<file path="src/rtl/core/kc_pkg.sv">
// ----------------------------------------------------------------------------
// kc_pkg
// Shared types and constants of the k-combination successor block.
// ----------------------------------------------------------------------------
`default_nettype none

package kc_pkg;

    localparam int WORD_BITS     = 32;
    localparam int SET_SIZE_W    = 9;
    localparam int SUBSET_SIZE_W = 5;
    localparam int SLOT_W        = 4;
    localparam int POSITION_W    = 8;
    localparam int IN_TDATA_W    = 8;
    localparam int OUT_TDATA_W   = 48;
    localparam int CFG_DATA_W    = 9;

    localparam logic [SET_SIZE_W-1:0]    RESET_SET_SIZE    = 9'd64;
    localparam logic [SUBSET_SIZE_W-1:0] RESET_SUBSET_SIZE = 5'd4;

    typedef enum logic [0:0] {
        CFG_SET_SIZE    = 1'b0,
        CFG_SUBSET_SIZE = 1'b1
    } kc_cfg_idx_t;

    typedef enum logic [1:0] {
        OP_RESTART = 2'd0,
        OP_ADVANCE = 2'd1,
        OP_READ    = 2'd2
    } kc_op_t;

    typedef enum logic [1:0] {
        STAT_OK        = 2'd0,
        STAT_EXHAUSTED = 2'd1,
        STAT_SIZE_ERR  = 2'd2
    } kc_status_t;

    typedef enum logic [2:0] {
        ST_IDLE,
        ST_FIND,
        ST_CLEAR,
        ST_EMIT,
        ST_REPLAY
    } kc_state_t;

    typedef enum logic [1:0] {
        CELL_HOLD,
        CELL_LOAD,
        CELL_SEARCH,
        CELL_STEP
    } kc_cell_op_t;

    typedef enum logic [1:0] {
        BMP_HOLD,
        BMP_LOAD,
        BMP_CLEAR,
        BMP_SET
    } kc_bmp_op_t;

    typedef struct packed {
        kc_cell_op_t op;
        logic        sel;
        logic        first;
    } kc_cell_ctl_t;

    typedef struct packed {
        kc_bmp_op_t op;
    } kc_bmp_ctl_t;

endpackage

`default_nettype wire

</file>
<file path="src/rtl/core/kc_cell.sv">
// ----------------------------------------------------------------------------
// kc_cell
// One slot of the subset: holds its position, flags whether it can advance
// and refills from its left neighbor.
// ----------------------------------------------------------------------------
`default_nettype none

module kc_cell
    import kc_pkg::*;
#(
    parameter int IDX     = 0,
    parameter int MAX_SET = 256
)
(
    input  wire logic                             clk,
    input  wire logic                             rst_n,
    input  wire kc_cell_ctl_t                     ctl,
    input  wire logic [SUBSET_SIZE_W-1:0]         k,
    input  wire logic [SET_SIZE_W-1:0]            n,
    input  wire logic [$clog2(MAX_SET)-1:0]       left_pos,
    output logic      [$clog2(MAX_SET)-1:0]       pos,
    output logic      [$clog2(MAX_SET)-1:0]       next_pos,
    output logic                                  flag
);

    localparam int PW = $clog2(MAX_SET);
    localparam int CW = ((PW > SET_SIZE_W) ? PW : SET_SIZE_W) + 2;

    logic [PW-1:0] pos_reg;
    logic          flag_reg;
    logic [CW-1:0] reach;
    logic          can_step;

    assign reach    = CW'(pos_reg) + CW'(k) - CW'(IDX);
    assign can_step = (CW'(IDX) < CW'(k)) && (reach < CW'(n));
    assign next_pos = ctl.first ? pos_reg + PW'(1) : left_pos + PW'(1);

    always_ff @(posedge clk or negedge rst_n)
    begin
        if (!rst_n)
        begin
            pos_reg  <= PW'(IDX);
            flag_reg <= 1'b0;
        end
        else
        begin
            case (ctl.op)
                CELL_LOAD:
                begin
                    if (CW'(IDX) < CW'(k))
                    begin
                        pos_reg <= PW'(IDX);
                    end
                end
                CELL_SEARCH:
                begin
                    flag_reg <= can_step;
                end
                CELL_STEP:
                begin
                    if (ctl.sel)
                    begin
                        pos_reg <= next_pos;
                    end
                end
                default:
                begin
                end
            endcase
        end
    end

    assign pos  = pos_reg;
    assign flag = flag_reg;

endmodule

`default_nettype wire

</file>
<file path="src/rtl/core/kc_bitmap.sv">
// ----------------------------------------------------------------------------
// kc_bitmap
// Occupancy bitmap, one bit per position, read one 32-bit word at a time.
// ----------------------------------------------------------------------------
`default_nettype none

module kc_bitmap
    import kc_pkg::*;
#(
    parameter int MAX_SET = 256
)
(
    input  wire logic                         clk,
    input  wire logic                         rst_n,
    input  wire kc_bmp_ctl_t                  ctl,
    input  wire logic [$clog2(MAX_SET)-1:0]   pos,
    input  wire logic [SUBSET_SIZE_W-1:0]     k,
    input  wire logic [2:0]                   word_index,
    output logic      [WORD_BITS-1:0]         word
);

    localparam int NW  = (MAX_SET + WORD_BITS - 1) / WORD_BITS;
    localparam int WW  = (NW > 1) ? $clog2(NW) : 1;
    localparam int BW  = WW + 5;
    localparam int WXW = (WW > 3) ? WW : 3;

    logic [WORD_BITS-1:0] bmp_reg [NW];
    logic [BW-1:0]        pos_ext;
    logic [WW-1:0]        pos_word;
    logic [4:0]           pos_bit;
    logic [WXW-1:0]       rd_ext;

    assign pos_ext  = BW'(pos);
    assign pos_word = pos_ext[BW-1:5];
    assign pos_bit  = pos_ext[4:0];
    assign rd_ext   = WXW'(word_index);

    always_ff @(posedge clk or negedge rst_n)
    begin
        if (!rst_n)
        begin
            for (int w = 0; w < NW; w++)
            begin
                for (int b = 0; b < WORD_BITS; b++)
                begin
                    bmp_reg[w][b] <= ((w * WORD_BITS + b) < int'(RESET_SUBSET_SIZE));
                end
            end
        end
        else
        begin
            case (ctl.op)
                BMP_LOAD:
                begin
                    for (int w = 0; w < NW; w++)
                    begin
                        for (int b = 0; b < WORD_BITS; b++)
                        begin
                            bmp_reg[w][b] <= ((w * WORD_BITS + b) < int'(k));
                        end
                    end
                end
                BMP_CLEAR:
                begin
                    bmp_reg[pos_word][pos_bit] <= 1'b0;
                end
                BMP_SET:
                begin
                    bmp_reg[pos_word][pos_bit] <= 1'b1;
                end
                default:
                begin
                end
            endcase
        end
    end

    assign word = (int'(rd_ext) < NW) ? bmp_reg[rd_ext[WW-1:0]] : '0;

endmodule

`default_nettype wire

</file>
<file path="src/rtl/core/k_combination_successor.sv">
// ----------------------------------------------------------------------------
// k_combination_successor
// Steps a sorted k-subset of n positions to its lexicographic successor and
// keeps a matching occupancy bitmap.
// Channels: s_axis carries commands (tuser opcode, tdata word index),
// m_axis carries results (tdata slot/position/bitmap word, tuser status,
// tlast on the final result of a command). cfg writes set_size (index 0)
// and subset_size (index 1); it is always ready.
// Throughput: one command at a time. A read, an error or an advance while
// exhausted is answered straight from idle; an advance with no successor
// passes the find state; a restart replays slots 0 to k - 1. An advance that
// moves slot i latches the step flags, picks the rightmost, clears the old
// bitmap bits of slots i to k - 1, then refills the cells left to right, one
// result each. The first word is registered at the edge that takes a read or
// error; otherwise it comes from the replay, find or emit state.
// The next command is taken at the earliest with the last word.
// Reset: n = 64, k = 4, slot j holds j, bitmap bits 0..3 set, not
// exhausted. A stalled receiver holds the sequencer at its next word; the
// bitmap clear pass runs on.
// ----------------------------------------------------------------------------
`default_nettype none

module k_combination_successor
    import kc_pkg::*;
#(
    parameter int MAX_SUBSET = 16,
    parameter int MAX_SET    = 256
)
(
    input  wire logic                     clk,
    input  wire logic                     rst_n,
    input  wire logic                     s_axis_tvalid,
    output logic                          s_axis_tready,
    input  wire logic [IN_TDATA_W-1:0]    s_axis_tdata,   // [2:0] word_index
    input  wire logic [1:0]               s_axis_tuser,   // [1:0] opcode
    output logic                          m_axis_tvalid,
    input  wire logic                     m_axis_tready,
    output logic      [OUT_TDATA_W-1:0]   m_axis_tdata,   // [3:0] slot, [11:4] position,
                                                          // [43:12] bitmap_word
    output logic      [1:0]               m_axis_tuser,   // [1:0] status
    output logic                          m_axis_tlast,
    input  wire logic                     cfg_valid,
    output logic                          cfg_ready,
    input  wire logic [0:0]               cfg_index,
    input  wire logic [CFG_DATA_W-1:0]    cfg_data
);

    localparam int PW  = $clog2(MAX_SET);
    localparam int SW  = (MAX_SUBSET > 1) ? $clog2(MAX_SUBSET) : 1;
    localparam int CXW = ((SW + 1) > SUBSET_SIZE_W) ? (SW + 1) : SUBSET_SIZE_W;
    localparam int PXW = (PW > POSITION_W) ? PW : POSITION_W;
    localparam int SXW = (SW > SLOT_W) ? SW : SLOT_W;

    kc_state_t                 state_reg, state_next;
    logic [SW-1:0]             cursor_reg, cursor_next;
    logic [SW-1:0]             start_reg, start_next;
    logic                      exhausted_reg, exhausted_next;
    logic [SET_SIZE_W-1:0]     set_size_reg;
    logic [SUBSET_SIZE_W-1:0]  subset_size_reg;

    logic                      out_valid_reg, out_valid_next;
    logic [SLOT_W-1:0]         out_slot_reg, out_slot_next;
    logic [POSITION_W-1:0]     out_pos_reg, out_pos_next;
    logic [WORD_BITS-1:0]      out_word_reg, out_word_next;
    kc_status_t                out_status_reg, out_status_next;
    logic                      out_last_reg, out_last_next;

    kc_cell_op_t               cell_op;
    kc_bmp_ctl_t               bmp_ctl;
    logic [PW-1:0]             bmp_pos;
    logic [WORD_BITS-1:0]      bmp_word;

    logic [PW-1:0]             cell_pos  [MAX_SUBSET];
    logic [PW-1:0]             cell_next [MAX_SUBSET];
    logic [MAX_SUBSET-1:0]     cell_flag;

    logic                      any_flag;
    logic [SW-1:0]             find_idx;
    logic                      out_free;
    logic                      in_take;
    logic                      size_err;
    logic                      emit_last;
    logic [PW-1:0]             cur_pos;
    logic [PW-1:0]             cur_next;
    logic [PXW-1:0]            cur_pos_w;
    logic [PXW-1:0]            cur_next_w;
    logic [SXW-1:0]            slot_w;

    // configuration registers
    assign cfg_ready = 1'b1;

    always_ff @(posedge clk or negedge rst_n)
    begin
        if (!rst_n)
        begin
            set_size_reg    <= RESET_SET_SIZE;
            subset_size_reg <= RESET_SUBSET_SIZE;
        end
        else if (cfg_valid && cfg_ready)
        begin
            case (kc_cfg_idx_t'(cfg_index))
                CFG_SET_SIZE:    set_size_reg    <= cfg_data[SET_SIZE_W-1:0];
                CFG_SUBSET_SIZE: subset_size_reg <= cfg_data[SUBSET_SIZE_W-1:0];
                default:
                begin
                end
            endcase
        end
    end

    // row of slot cells
    for (genvar g = 0; g < MAX_SUBSET; g++)
    begin : g_cell
        kc_cell_ctl_t  ctl;
        logic [PW-1:0] left;

        assign ctl.op    = cell_op;
        assign ctl.sel   = (cursor_reg == SW'(g));
        assign ctl.first = (cursor_reg == start_reg);

        if (g == 0)
        begin : g_head
            assign left = '0;
        end
        else
        begin : g_link
            assign left = cell_pos[g-1];
        end

        kc_cell #(
            .IDX     (g),
            .MAX_SET (MAX_SET)
        ) u_cell (
            .clk      (clk),
            .rst_n    (rst_n),
            .ctl      (ctl),
            .k        (subset_size_reg),
            .n        (set_size_reg),
            .left_pos (left),
            .pos      (cell_pos[g]),
            .next_pos (cell_next[g]),
            .flag     (cell_flag[g])
        );
    end

    kc_bitmap #(
        .MAX_SET (MAX_SET)
    ) u_bitmap (
        .clk        (clk),
        .rst_n      (rst_n),
        .ctl        (bmp_ctl),
        .pos        (bmp_pos),
        .k          (subset_size_reg),
        .word_index (s_axis_tdata[2:0]),
        .word       (bmp_word)
    );

    // rightmost slot that can step
    always_comb
    begin
        any_flag = 1'b0;
        find_idx = '0;
        for (int j = 0; j < MAX_SUBSET; j++)
        begin
            if (cell_flag[j])
            begin
                any_flag = 1'b1;
                find_idx = SW'(j);
            end
        end
    end

    assign size_err = (subset_size_reg == '0)
                   || (int'(subset_size_reg) > MAX_SUBSET)
                   || (int'(set_size_reg) > MAX_SET)
                   || (SET_SIZE_W'(subset_size_reg) > set_size_reg);

    assign out_free      = !out_valid_reg || m_axis_tready;
    assign s_axis_tready = (state_reg == ST_IDLE) && out_free;
    assign in_take       = s_axis_tvalid && s_axis_tready;

    assign cur_pos    = cell_pos[cursor_reg];
    assign cur_next   = cell_next[cursor_reg];
    assign cur_pos_w  = PXW'(cur_pos);
    assign cur_next_w = PXW'(cur_next);
    assign slot_w     = SXW'(cursor_reg);
    assign emit_last  = (CXW'(cursor_reg) + CXW'(1)) == CXW'(subset_size_reg);

    always_ff @(posedge clk or negedge rst_n)
    begin
        if (!rst_n)
        begin
            state_reg     <= ST_IDLE;
            cursor_reg    <= '0;
            start_reg     <= '0;
            exhausted_reg <= 1'b0;
            out_valid_reg <= 1'b0;
        end
        else
        begin
            state_reg     <= state_next;
            cursor_reg    <= cursor_next;
            start_reg     <= start_next;
            exhausted_reg <= exhausted_next;
            out_valid_reg <= out_valid_next;
        end
    end

    always_ff @(posedge clk)
    begin
        out_slot_reg   <= out_slot_next;
        out_pos_reg    <= out_pos_next;
        out_word_reg   <= out_word_next;
        out_status_reg <= out_status_next;
        out_last_reg   <= out_last_next;
    end

    always_comb
    begin
        state_next      = state_reg;
        cursor_next     = cursor_reg;
        start_next      = start_reg;
        exhausted_next  = exhausted_reg;
        out_valid_next  = out_valid_reg && !m_axis_tready;
        out_slot_next   = out_slot_reg;
        out_pos_next    = out_pos_reg;
        out_word_next   = out_word_reg;
        out_status_next = out_status_reg;
        out_last_next   = out_last_reg;
        cell_op         = CELL_HOLD;
        bmp_ctl.op      = BMP_HOLD;
        bmp_pos         = cur_pos;

        case (state_reg)
            ST_IDLE:
            begin
                if (in_take)
                begin
                    case (kc_op_t'(s_axis_tuser))
                        OP_RESTART:
                        begin
                            if (size_err)
                            begin
                                out_valid_next  = 1'b1;
                                out_slot_next   = '0;
                                out_pos_next    = '0;
                                out_word_next   = '0;
                                out_status_next = STAT_SIZE_ERR;
                                out_last_next   = 1'b1;
                            end
                            else
                            begin
                                cell_op        = CELL_LOAD;
                                bmp_ctl.op     = BMP_LOAD;
                                exhausted_next = 1'b0;
                                cursor_next    = '0;
                                state_next     = ST_REPLAY;
                            end
                        end
                        OP_ADVANCE:
                        begin
                            if (size_err || exhausted_reg)
                            begin
                                out_valid_next  = 1'b1;
                                out_slot_next   = '0;
                                out_pos_next    = '0;
                                out_word_next   = '0;
                                out_status_next = size_err ? STAT_SIZE_ERR : STAT_EXHAUSTED;
                                out_last_next   = 1'b1;
                            end
                            else
                            begin
                                cell_op    = CELL_SEARCH;
                                state_next = ST_FIND;
                            end
                        end
                        OP_READ:
                        begin
                            out_valid_next  = 1'b1;
                            out_slot_next   = '0;
                            out_pos_next    = '0;
                            out_word_next   = bmp_word;
                            out_status_next = STAT_OK;
                            out_last_next   = 1'b1;
                        end
                        default:
                        begin
                        end
                    endcase
                end
            end
            ST_FIND:
            begin
                if (any_flag)
                begin
                    start_next  = find_idx;
                    cursor_next = find_idx;
                    state_next  = ST_CLEAR;
                end
                else if (out_free)
                begin
                    exhausted_next  = 1'b1;
                    out_valid_next  = 1'b1;
                    out_slot_next   = '0;
                    out_pos_next    = '0;
                    out_word_next   = '0;
                    out_status_next = STAT_EXHAUSTED;
                    out_last_next   = 1'b1;
                    state_next      = ST_IDLE;
                end
            end
            ST_CLEAR:
            begin
                bmp_ctl.op = BMP_CLEAR;
                bmp_pos    = cur_pos;
                if (emit_last)
                begin
                    cursor_next = start_reg;
                    state_next  = ST_EMIT;
                end
                else
                begin
                    cursor_next = cursor_reg + SW'(1);
                end
            end
            ST_EMIT:
            begin
                bmp_pos = cur_next;
                if (out_free)
                begin
                    cell_op         = CELL_STEP;
                    bmp_ctl.op      = BMP_SET;
                    out_valid_next  = 1'b1;
                    out_slot_next   = slot_w[SLOT_W-1:0];
                    out_pos_next    = cur_next_w[POSITION_W-1:0];
                    out_word_next   = '0;
                    out_status_next = STAT_OK;
                    out_last_next   = emit_last;
                    if (emit_last)
                    begin
                        state_next = ST_IDLE;
                    end
                    else
                    begin
                        cursor_next = cursor_reg + SW'(1);
                    end
                end
            end
            ST_REPLAY:
            begin
                if (out_free)
                begin
                    out_valid_next  = 1'b1;
                    out_slot_next   = slot_w[SLOT_W-1:0];
                    out_pos_next    = cur_pos_w[POSITION_W-1:0];
                    out_word_next   = '0;
                    out_status_next = STAT_OK;
                    out_last_next   = emit_last;
                    if (emit_last)
                    begin
                        state_next = ST_IDLE;
                    end
                    else
                    begin
                        cursor_next = cursor_reg + SW'(1);
                    end
                end
            end
            default:
            begin
                state_next = ST_IDLE;
            end
        endcase
    end

    assign m_axis_tvalid = out_valid_reg;
    assign m_axis_tdata  = {4'b0000, out_word_reg, out_pos_reg, out_slot_reg};
    assign m_axis_tuser  = out_status_reg;
    assign m_axis_tlast  = out_last_reg;

    a_exhaust_from_search: assert property (@(posedge clk) disable iff (!rst_n)
        $rose(exhausted_reg) |-> $past(state_reg) == ST_FIND)
        else $error("exhausted set outside the search");

    a_emit_last_idle: assert property (@(posedge clk) disable iff (!rst_n)
        (state_reg == ST_EMIT && out_free && emit_last) |=> state_reg == ST_IDLE)
        else $error("sequencer did not return to idle after last slot");

    a_clear_range: assert property (@(posedge clk) disable iff (!rst_n)
        state_reg == ST_CLEAR |-> cursor_reg >= start_reg)
        else $error("clear cursor left of the stepped slot");

    a_emit_not_exhausted: assert property (@(posedge clk) disable iff (!rst_n)
        state_reg == ST_EMIT |-> !exhausted_reg)
        else $error("refill running while exhausted");

    a_status_single: assert property (@(posedge clk) disable iff (!rst_n)
        (m_axis_tvalid && m_axis_tuser != STAT_OK) |-> m_axis_tlast)
        else $error("error status word not marked last");

endmodule

`default_nettype wire

</file>
<file path="config.mk">
export PLATFORM = sky130hd
export DESIGN_NAME = k_combination_successor
export DESIGN_NICKNAME = d
export VERILOG_FILES = /design/src/rtl/core/kc_pkg.sv /design/src/rtl/core/kc_cell.sv /design/src/rtl/core/kc_bitmap.sv /design/src/rtl/core/k_combination_successor.sv
export SDC_FILE = /design/constraint.sdc
export NUM_CORES = 2
export LEC_CHECK = 0
export BUFFER_PORTS_ARGS = -buffer_cell sky130_fd_sc_hd__buf_2
export CAP_MARGIN = 20
export CORE_MARGIN = 3
export CORE_UTILIZATION = 54
export DETAILED_ROUTE_END_ITERATION = 8
export PLACE_DENSITY = 0.77
export SLEW_MARGIN = 40
export SYNTH_ARGS = -nofsm -noshare
export SYNTH_HDL_FRONTEND = slang
export SYNTH_SLANG_ARGS = --single-unit
</file>
<file path="constraint.sdc">
create_clock -name clk -period 5.3 [get_ports clk]
set_clock_uncertainty 0.1 [all_clocks]
set_input_delay 1.06 -clock clk [delete_from_list [all_inputs] [get_ports clk]]
set_output_delay 1.06 -clock clk [all_outputs]
set_load 0.01 [all_outputs]
</file>
; ---- Yosys cells after proc, flatten, opt, wreduce, memory -nomap -nowiden
; Index checks and enable logic that the tools add are counted.
[word_totals]
memories = 0
word_cells = 513
romBits = 0
latchBits = 0
input_bits = 25
register_bits = 474
mem_bits_rw = 0
[classes]
n_addsub = 49
n_lt_le_gt_ge = 72
n_reduce_logical = 64
n_bitwise = 7
n_mux = 189
multipliers = 0
n_div = 0
shift = 0
eq_ne = 80
[ops]
columns = operator, count
row1 = one-hot mux 256 bit (3 select lines), 1
row2 = two-way mux 8 bit, 60
row3 = bitwise AND 256 bit, 1
row4 = two-way mux 32 bit, 8
row5 = inverter 256 bit, 1
row6 = bitwise OR 256 bit, 1
row7 = one-hot mux 8 bit (2 select lines), 16
row8 = one-hot mux 32 bit (3 select lines), 2
row9 = < comparator 11 x 9 -> 1 bit, 16
row10 = adder 8 x 5 -> 9 bit, 16
row11 = "adder 8 x 1 -> 8 bit, second input constant", 16
row12 = two-way mux 4 bit, 27
row13 = binary-select mux 32 bit (select 3 bit), 1
row14 = demux 32 bit (select 3 bit), 1
row15 = "subtractor 11 x 4 -> 11 bit, second input constant", 8
row16 = "< comparator 4 x 5 -> 1 bit, first input constant", 16
row17 = "< comparator 5 bit, first input constant", 15
row18 = binary-select mux 8 bit (select 4 bit), 2
row19 = "inequality test 2 bit, second input constant", 25
row20 = AND reduction 3 bit, 16
row21 = "subtractor 11 x 3 -> 11 bit, second input constant", 4
row22 = "< comparator 3 x 5 -> 1 bit, first input constant", 8
row23 = "inequality test 2 x 1 -> 1 bit, second input constant", 19
row24 = two-way mux 1 bit, 35
row25 = 60 further kinds, 146

; ---- Longest topological paths before layout
[depth]
word_depth = 18
ltp_mapped = 18
depth_no_buf = 18

; ---- By module
; Synthesis repeated with hierarchy kept, for this count alone.
[unflattened]
cells_unflattened = 4170
hier_area_um2 = 40372.5
[modules_own_cells]
columns = mod, seq_area_each_um2, instances, area_each_um2, cells_per_inst
row1 = kc_bitmap, 6411.1, 1, 13822.0, 1223
row2 = k_combination_successor, 2089.5, 1, 5990.7, 500
row3 = kc_cell at g_cell[4].u_cell, 226.5, 1, 1367.6, 156
row4 = kc_cell at g_cell[2].u_cell, 226.5, 1, 1341.3, 161
row5 = kc_cell at g_cell[1].u_cell, 226.5, 1, 1328.8, 161
row6 = kc_cell at g_cell[3].u_cell, 227.7, 1, 1327.5, 160
row7 = kc_cell at g_cell[5].u_cell, 227.7, 1, 1322.5, 164
row8 = kc_cell at g_cell[10].u_cell, 227.7, 1, 1301.2, 152
row9 = kc_cell at g_cell[9].u_cell, 227.7, 1, 1298.7, 153
row10 = kc_cell at g_cell[7].u_cell, 229.0, 1, 1297.5, 154
row11 = kc_cell at g_cell[8].u_cell, 226.5, 1, 1297.5, 151
row12 = kc_cell at g_cell[6].u_cell, 227.7, 1, 1296.2, 157
row13 = kc_cell at g_cell[12].u_cell, 227.7, 1, 1256.2, 148
row14 = kc_cell at g_cell[13].u_cell, 229.0, 1, 1248.7, 150
row15 = 4 more rows, -, -, -, -

; ---- Worst setup path after synthesis
; Ideal clock, no wire load.
[synth_path]
kind = reg2reg
startpoint = reg subset_size_reg[1]
endpoint = reg out_word_reg[0] (enable)
stages_incl_launch_ff = 11
required_ps = 4779
slack_ps = 389
setup_ps = 421
n_path_buf = 1
period_less_slack_ps = 4911
arrival_time_ps = 4390
cell_sequence = dfrtp_1 ha_1 nor2b_1 o21a_1 o21a_1 o21ai_0 a2111oi_1 or2_2 clkbuf_1 nor2_1 nor2_1
[synth_between]
elab_chain_len = 7
[synth_rtl]
columns = element, line
row1 = "start, declared", k_combination_successor.sv:59  ; logic [SUBSET_SIZE_W-1:0] subset_size_reg;
row2 = "start signal, assigned", k_combination_successor.sv:103  ; CFG_SUBSET_SIZE: subset_size_reg <= cfg_data[SUBSET_SIZE_W-1:0];
row3 = greater-than comparator 5 bit or logical NOT 5 bit (tied branches), "k_combination_successor.sv:174, k_combination_successor.sv:173"
row4 = logical OR 1 bit, k_combination_successor.sv:174  ; || (int'(subset_size_reg) > MAX_SUBSET)
row5 = logical OR 1 bit, k_combination_successor.sv:175  ; || (int'(set_size_reg) > MAX_SET)
row6 = logical OR 1 bit (*), k_combination_successor.sv:176  ; || (SET_SIZE_W'(subset_size_reg) > set_size_reg);
row7 = logical OR 1 bit, k_combination_successor.sv:262  ; if (size_err || exhausted_reg)
row8 = inequality test 3 bit (no source line), -
row9 = AND reduction 6 bit (no source line) (*), -
row10 = "end signal, assigned", k_combination_successor.sv:213  ; out_word_reg <= out_word_next;
row11 = "end, declared", k_combination_successor.sv:64  ; logic [WORD_BITS-1:0] out_word_reg, out_word_next;
; Every way passes the cells marked *; elsewhere a longest branch is shown, timed or not.
; A chain may end at the register's enable or synchronous reset.

; ---- Worst setup path after layout
[layout_path]
startpoint = reg cursor_reg[2]
endpoint = reg u_bitmap.bmp_reg[5] (netlist bit)
[layout_between]
elab_chain_len = 15
[layout_rtl]
columns = element, line
row1 = "start, declared", k_combination_successor.sv:55  ; logic [SW-1:0] cursor_reg, cursor_next;
row2 = "start signal, assigned", k_combination_successor.sv:202  ; cursor_reg <= cursor_next;
row3 = equality test 4 bit, k_combination_successor.sv:119  ; assign ctl.first = (cursor_reg == start_reg);
row4 = two-way mux 8 bit, kc_cell.sv:36  ; assign next_pos = ctl.first ? pos_reg + PW'(1) : left_pos + PW'(1);
row5 = binary-select mux 8 bit (select 4 bit), k_combination_successor.sv:183  ; assign cur_next = cell_next[cursor_reg];
row6 = two-way mux 8 bit (not written as such) (2 in series), k_combination_successor.sv:183
row7 = two-way mux 8 bit (*), k_combination_successor.sv:234  ; case (state_reg)
row8 = < comparator 5 x 6 -> 1 bit (not written as such) or greater-or-equal comparator 5 x 1 -> 1 bit (tied branches), "kc_bitmap.sv:65, kc_bitmap.sv:69"
row9 = logical AND 1 bit (not written as such), "kc_bitmap.sv:65, kc_bitmap.sv:69"
row10 = two-way mux 1 bit (not written as such), "kc_bitmap.sv:65, kc_bitmap.sv:69"
row11 = demux 1 bit (select 5 bit), -
row12 = two-way mux 32 bit (not written as such), "kc_bitmap.sv:65, kc_bitmap.sv:69"
row13 = demux 32 bit (select 3 bit) (*), "kc_bitmap.sv:65, kc_bitmap.sv:69"
row14 = inverter 256 bit (no source line), -
row15 = bitwise AND 256 bit (no source line), -
row16 = one-hot mux 256 bit (3 select lines) (*), kc_bitmap.sv:52  ; case (ctl.op)
row17 = "end signal, assigned by index", kc_bitmap.sv:46  ; bmp_reg[w][b] <= ((w * WORD_BITS + b) < int'(RESET_SUBSET_SIZE));
row18 = "end signal, assigned by index", kc_bitmap.sv:59  ; bmp_reg[w][b] <= ((w * WORD_BITS + b) < int'(k));
row19 = "end, declared", kc_bitmap.sv:27  ; logic [WORD_BITS-1:0] bmp_reg [NW];
; Every way passes the cells marked *; elsewhere a longest branch is shown, timed or not. The select of a mux whose other input is x is not followed.

==> flow_summary.ini <==
[critical_path]
slowest_stage = nor3b_2
crit_path_end_kind = flip-flop
crit_buf_inv = 1
cp-start-kind = flip-flop
worstSetupPathType = flip-flop to flip-flop
cp_cell_sequence = xnor2_1, nand4_4, buf_12, mux2i_1, a32o_1, a2111oi_2, o2bb2ai_2, nor3b_2, nand3_1, o21ai_0, a2bb2oi_1
required_ps = 5690
crit_arrival_ps = 5370
cpPeakStageDelay_ps = 650
critical-path-top-delay-family = simple AND/OR/NAND/NOR gates
path_max_fanout = 59

[timing]
setup_violations = 0
slew_headroom_pct = 32.9
tightestPinTransition_ps = 1010
slew_violations = 0
timing.final.crit_share_pct = 93.8
fmax_mhz = 201
holdWs_ps = 169
fin_tns_setup_ps = 0
rsz0062_at_grt = no
finalHoldViolCount = 0
min_period_ps = 4970

[clock_tree]
clkTransAtPathRegs_ps = 70
cts_resized = 0
root_buffer = clkbuf_16
hold_buffers = 0
clockBufferDepth = 3
cts_buffers = 53
htree_levels = 2
clkLatencyLatePin_ps = 640
cts_setup_buffers = 0
numClockSinks = 474
cts_tree = done

[cells_and_area]
area_growth_pct = 8.92
drive_gt1_share_pct = 13.1
layout.nets = 4390
largest_reg_flops = 256

[pwr]
p_per_area_nw_per_um2 = 469
ir_worst_vdd_v = 0.000435
p_leak_nw = 17.5

[global_route]
met2_usage_pct = 51.1
met3_usage_pct = 9.10
grt_pass1_vias = 33173
grt_use_total_pct = 35.1
grt_pass1_wl_um = 202000
antenna_found_initial = 9
gr-usage-met1_pct = 48.7
grt_overflow = 0
grt_max_degree = 196
busiest_layer = met2

[route]
drtAntennaViolNets = 0
drt-pass1-iter-count = 9
wl_per_cell_um = 26.0
routed_wl_um = 132000
dr_total_vias = 35048
vias_per_cell = 6.91
drc = 0
drt_iter0_markers = 4417

[synth]
synthCells = 4187
netlist_area_um2 = 38200
ys_seq_elements = 474
postSynthAreaPerCell_um2 = 9.12
synth_top_cell_by_area = dfrtp_1
synth_top_area_share_pct = 25.5
ys_warn_count = 0
async_flop_share_pct = 90.1
yosysMostFrequentCell = dfrtp_1
yosys-top-cells-area = dfrtp_1 (25%), ha_1 (8.3%), mux4_2 (6.1%), o21ai_0 (3.8%), edfxtp_1 (3.7%)
synth_edf_count = 47
ys_seq_area_share_pct = 31.8
ys_types = 96
synth_common_cells = dfrtp_1 (389), nor2_1 (322), o21ai_0 (289)
synthFlopType = dfrtp_1

[floorplan]
io_pins = 79
design.core.area_um2 = 69300
die_y_um = 272
row_count = 96
start_util_pct = 55.1
die-area_um2 = 73900
dieWidth_um = 272

[placed_design]
io_buffer_count = 68
hpwl_um = 90800
finalWeightedCongestion = 1.07

[run_status]
status = complete, no violations

[min_path]
hold_class = primary input to asynchronous set/reset pin

[run]
cap_violations = 0
## worst paths after layout
check / start / endpoint / slack [ps] / cells after the start
worst max-delay path: cursor_reg[2] / u_bitmap.bmp_reg[5] / 330 / 11
worst min-delay path: rst_n / u_bitmap.bmp_reg[58] / 170 / 1
worst max register to register: cursor_reg[2] / u_bitmap.bmp_reg[5] / 330 / 11
worst min register to register: u_bitmap.bmp_reg[187] / u_bitmap.bmp_reg[187] / 430 / 2
max in group asynchronous: rst_n / u_bitmap.bmp_reg[167] / 3760 / 3
min in group clk: u_bitmap.bmp_reg[187] / u_bitmap.bmp_reg[187] / 430 / 2
## metrics by stage
| step | area (µm²) | setup WS [ps] | util (%) | instances | total power [mW] |
|---|---|---|---|---|---|
| 2_1_floorplan | 38200 | 389 | - | 4190 | 12.1 |
| 3_3_place_gp | 39600 | 649 | 57.2 | 4970 | 15.1 |
| 3_5_place_dp | 39700 | 550 | 57.3 | 4971 | 15.3 |
| 4_1_cts | 41500 | 510 | 59.9 | 5071 | 19.2 |
| 5_1_grt | 41600 | 39.7 | 60.0 | 5075 | 20.7 |
| 6_report | 41600 | 327 | 60.0 | 5075 | 19.5 |
## cells by family (layout without fill, tap and decap cells)
logic type      Yosys count  after routing  share of synthesized area, %
compound gates         1339           1339                          24.5
xor+xnor                263            263                          6.07
fa+ha+maj               268            268                          9.10
buf+inv                 470            422                          4.89
flops                   474            474                          31.8
mux                     223            223                          9.38
other cells               2              7                        0.0197
simple gates           1148           1148                          14.2
## area by class of cell
cell class              instances  area [µm²]
diodes                          2        5.00
clock buffers                  81        1530
clock inverters                19         287
fillers                      5861       27700
inverters                     114         428
multi-input cells            3246       24300
flip-flops and latches        474       12200
well taps                     931        1160
repair buffers                208        1680
## layer usage
layer | vias to the layer above | routed length [µm]
met5 | - | 108
met4 | 14 | 7310
met3 | 445 | 15500
li1 | 15563 | -
met2 | 2034 | 55900
met1 | 16992 | 53100
## power breakdown
part	switching (mW)	internal, mW	leakage (nW)
clock	1.66	2.26	0.876
combinational	6.44	4.13	10.4
sequential	0.751	4.27	6.23
## cell usage in the layout, fill, tap and decap left out, drive strengths merged, types with 38 or more instances in the layout
| master | instances |
|---|---|
| dfrtp | 389 |
| clkbuf | 81 |
| nor3 | 106 |
| buf | 208 |
| a31oi | 40 |
| nor2 | 323 |
| nand2 | 285 |
| inv | 119 |
| nand3 | 178 |
| nand2b | 45 |
| mux4 | 104 |
| mux2 | 38 |
| a211oi | 61 |
| nor2b | 39 |
| a21o | 87 |
| dfstp | 38 |
| a21oi | 149 |
| xor2 | 106 |
| o31ai | 159 |
| xnor2 | 157 |
| mux2i | 81 |
| edfxtp | 47 |
| o21a | 46 |
| ha | 252 |
| o21ai | 298 |
| a2bb2oi | 142 |
| o211ai | 107 |
No activity file was read; power rests on OpenSTA's default activity.
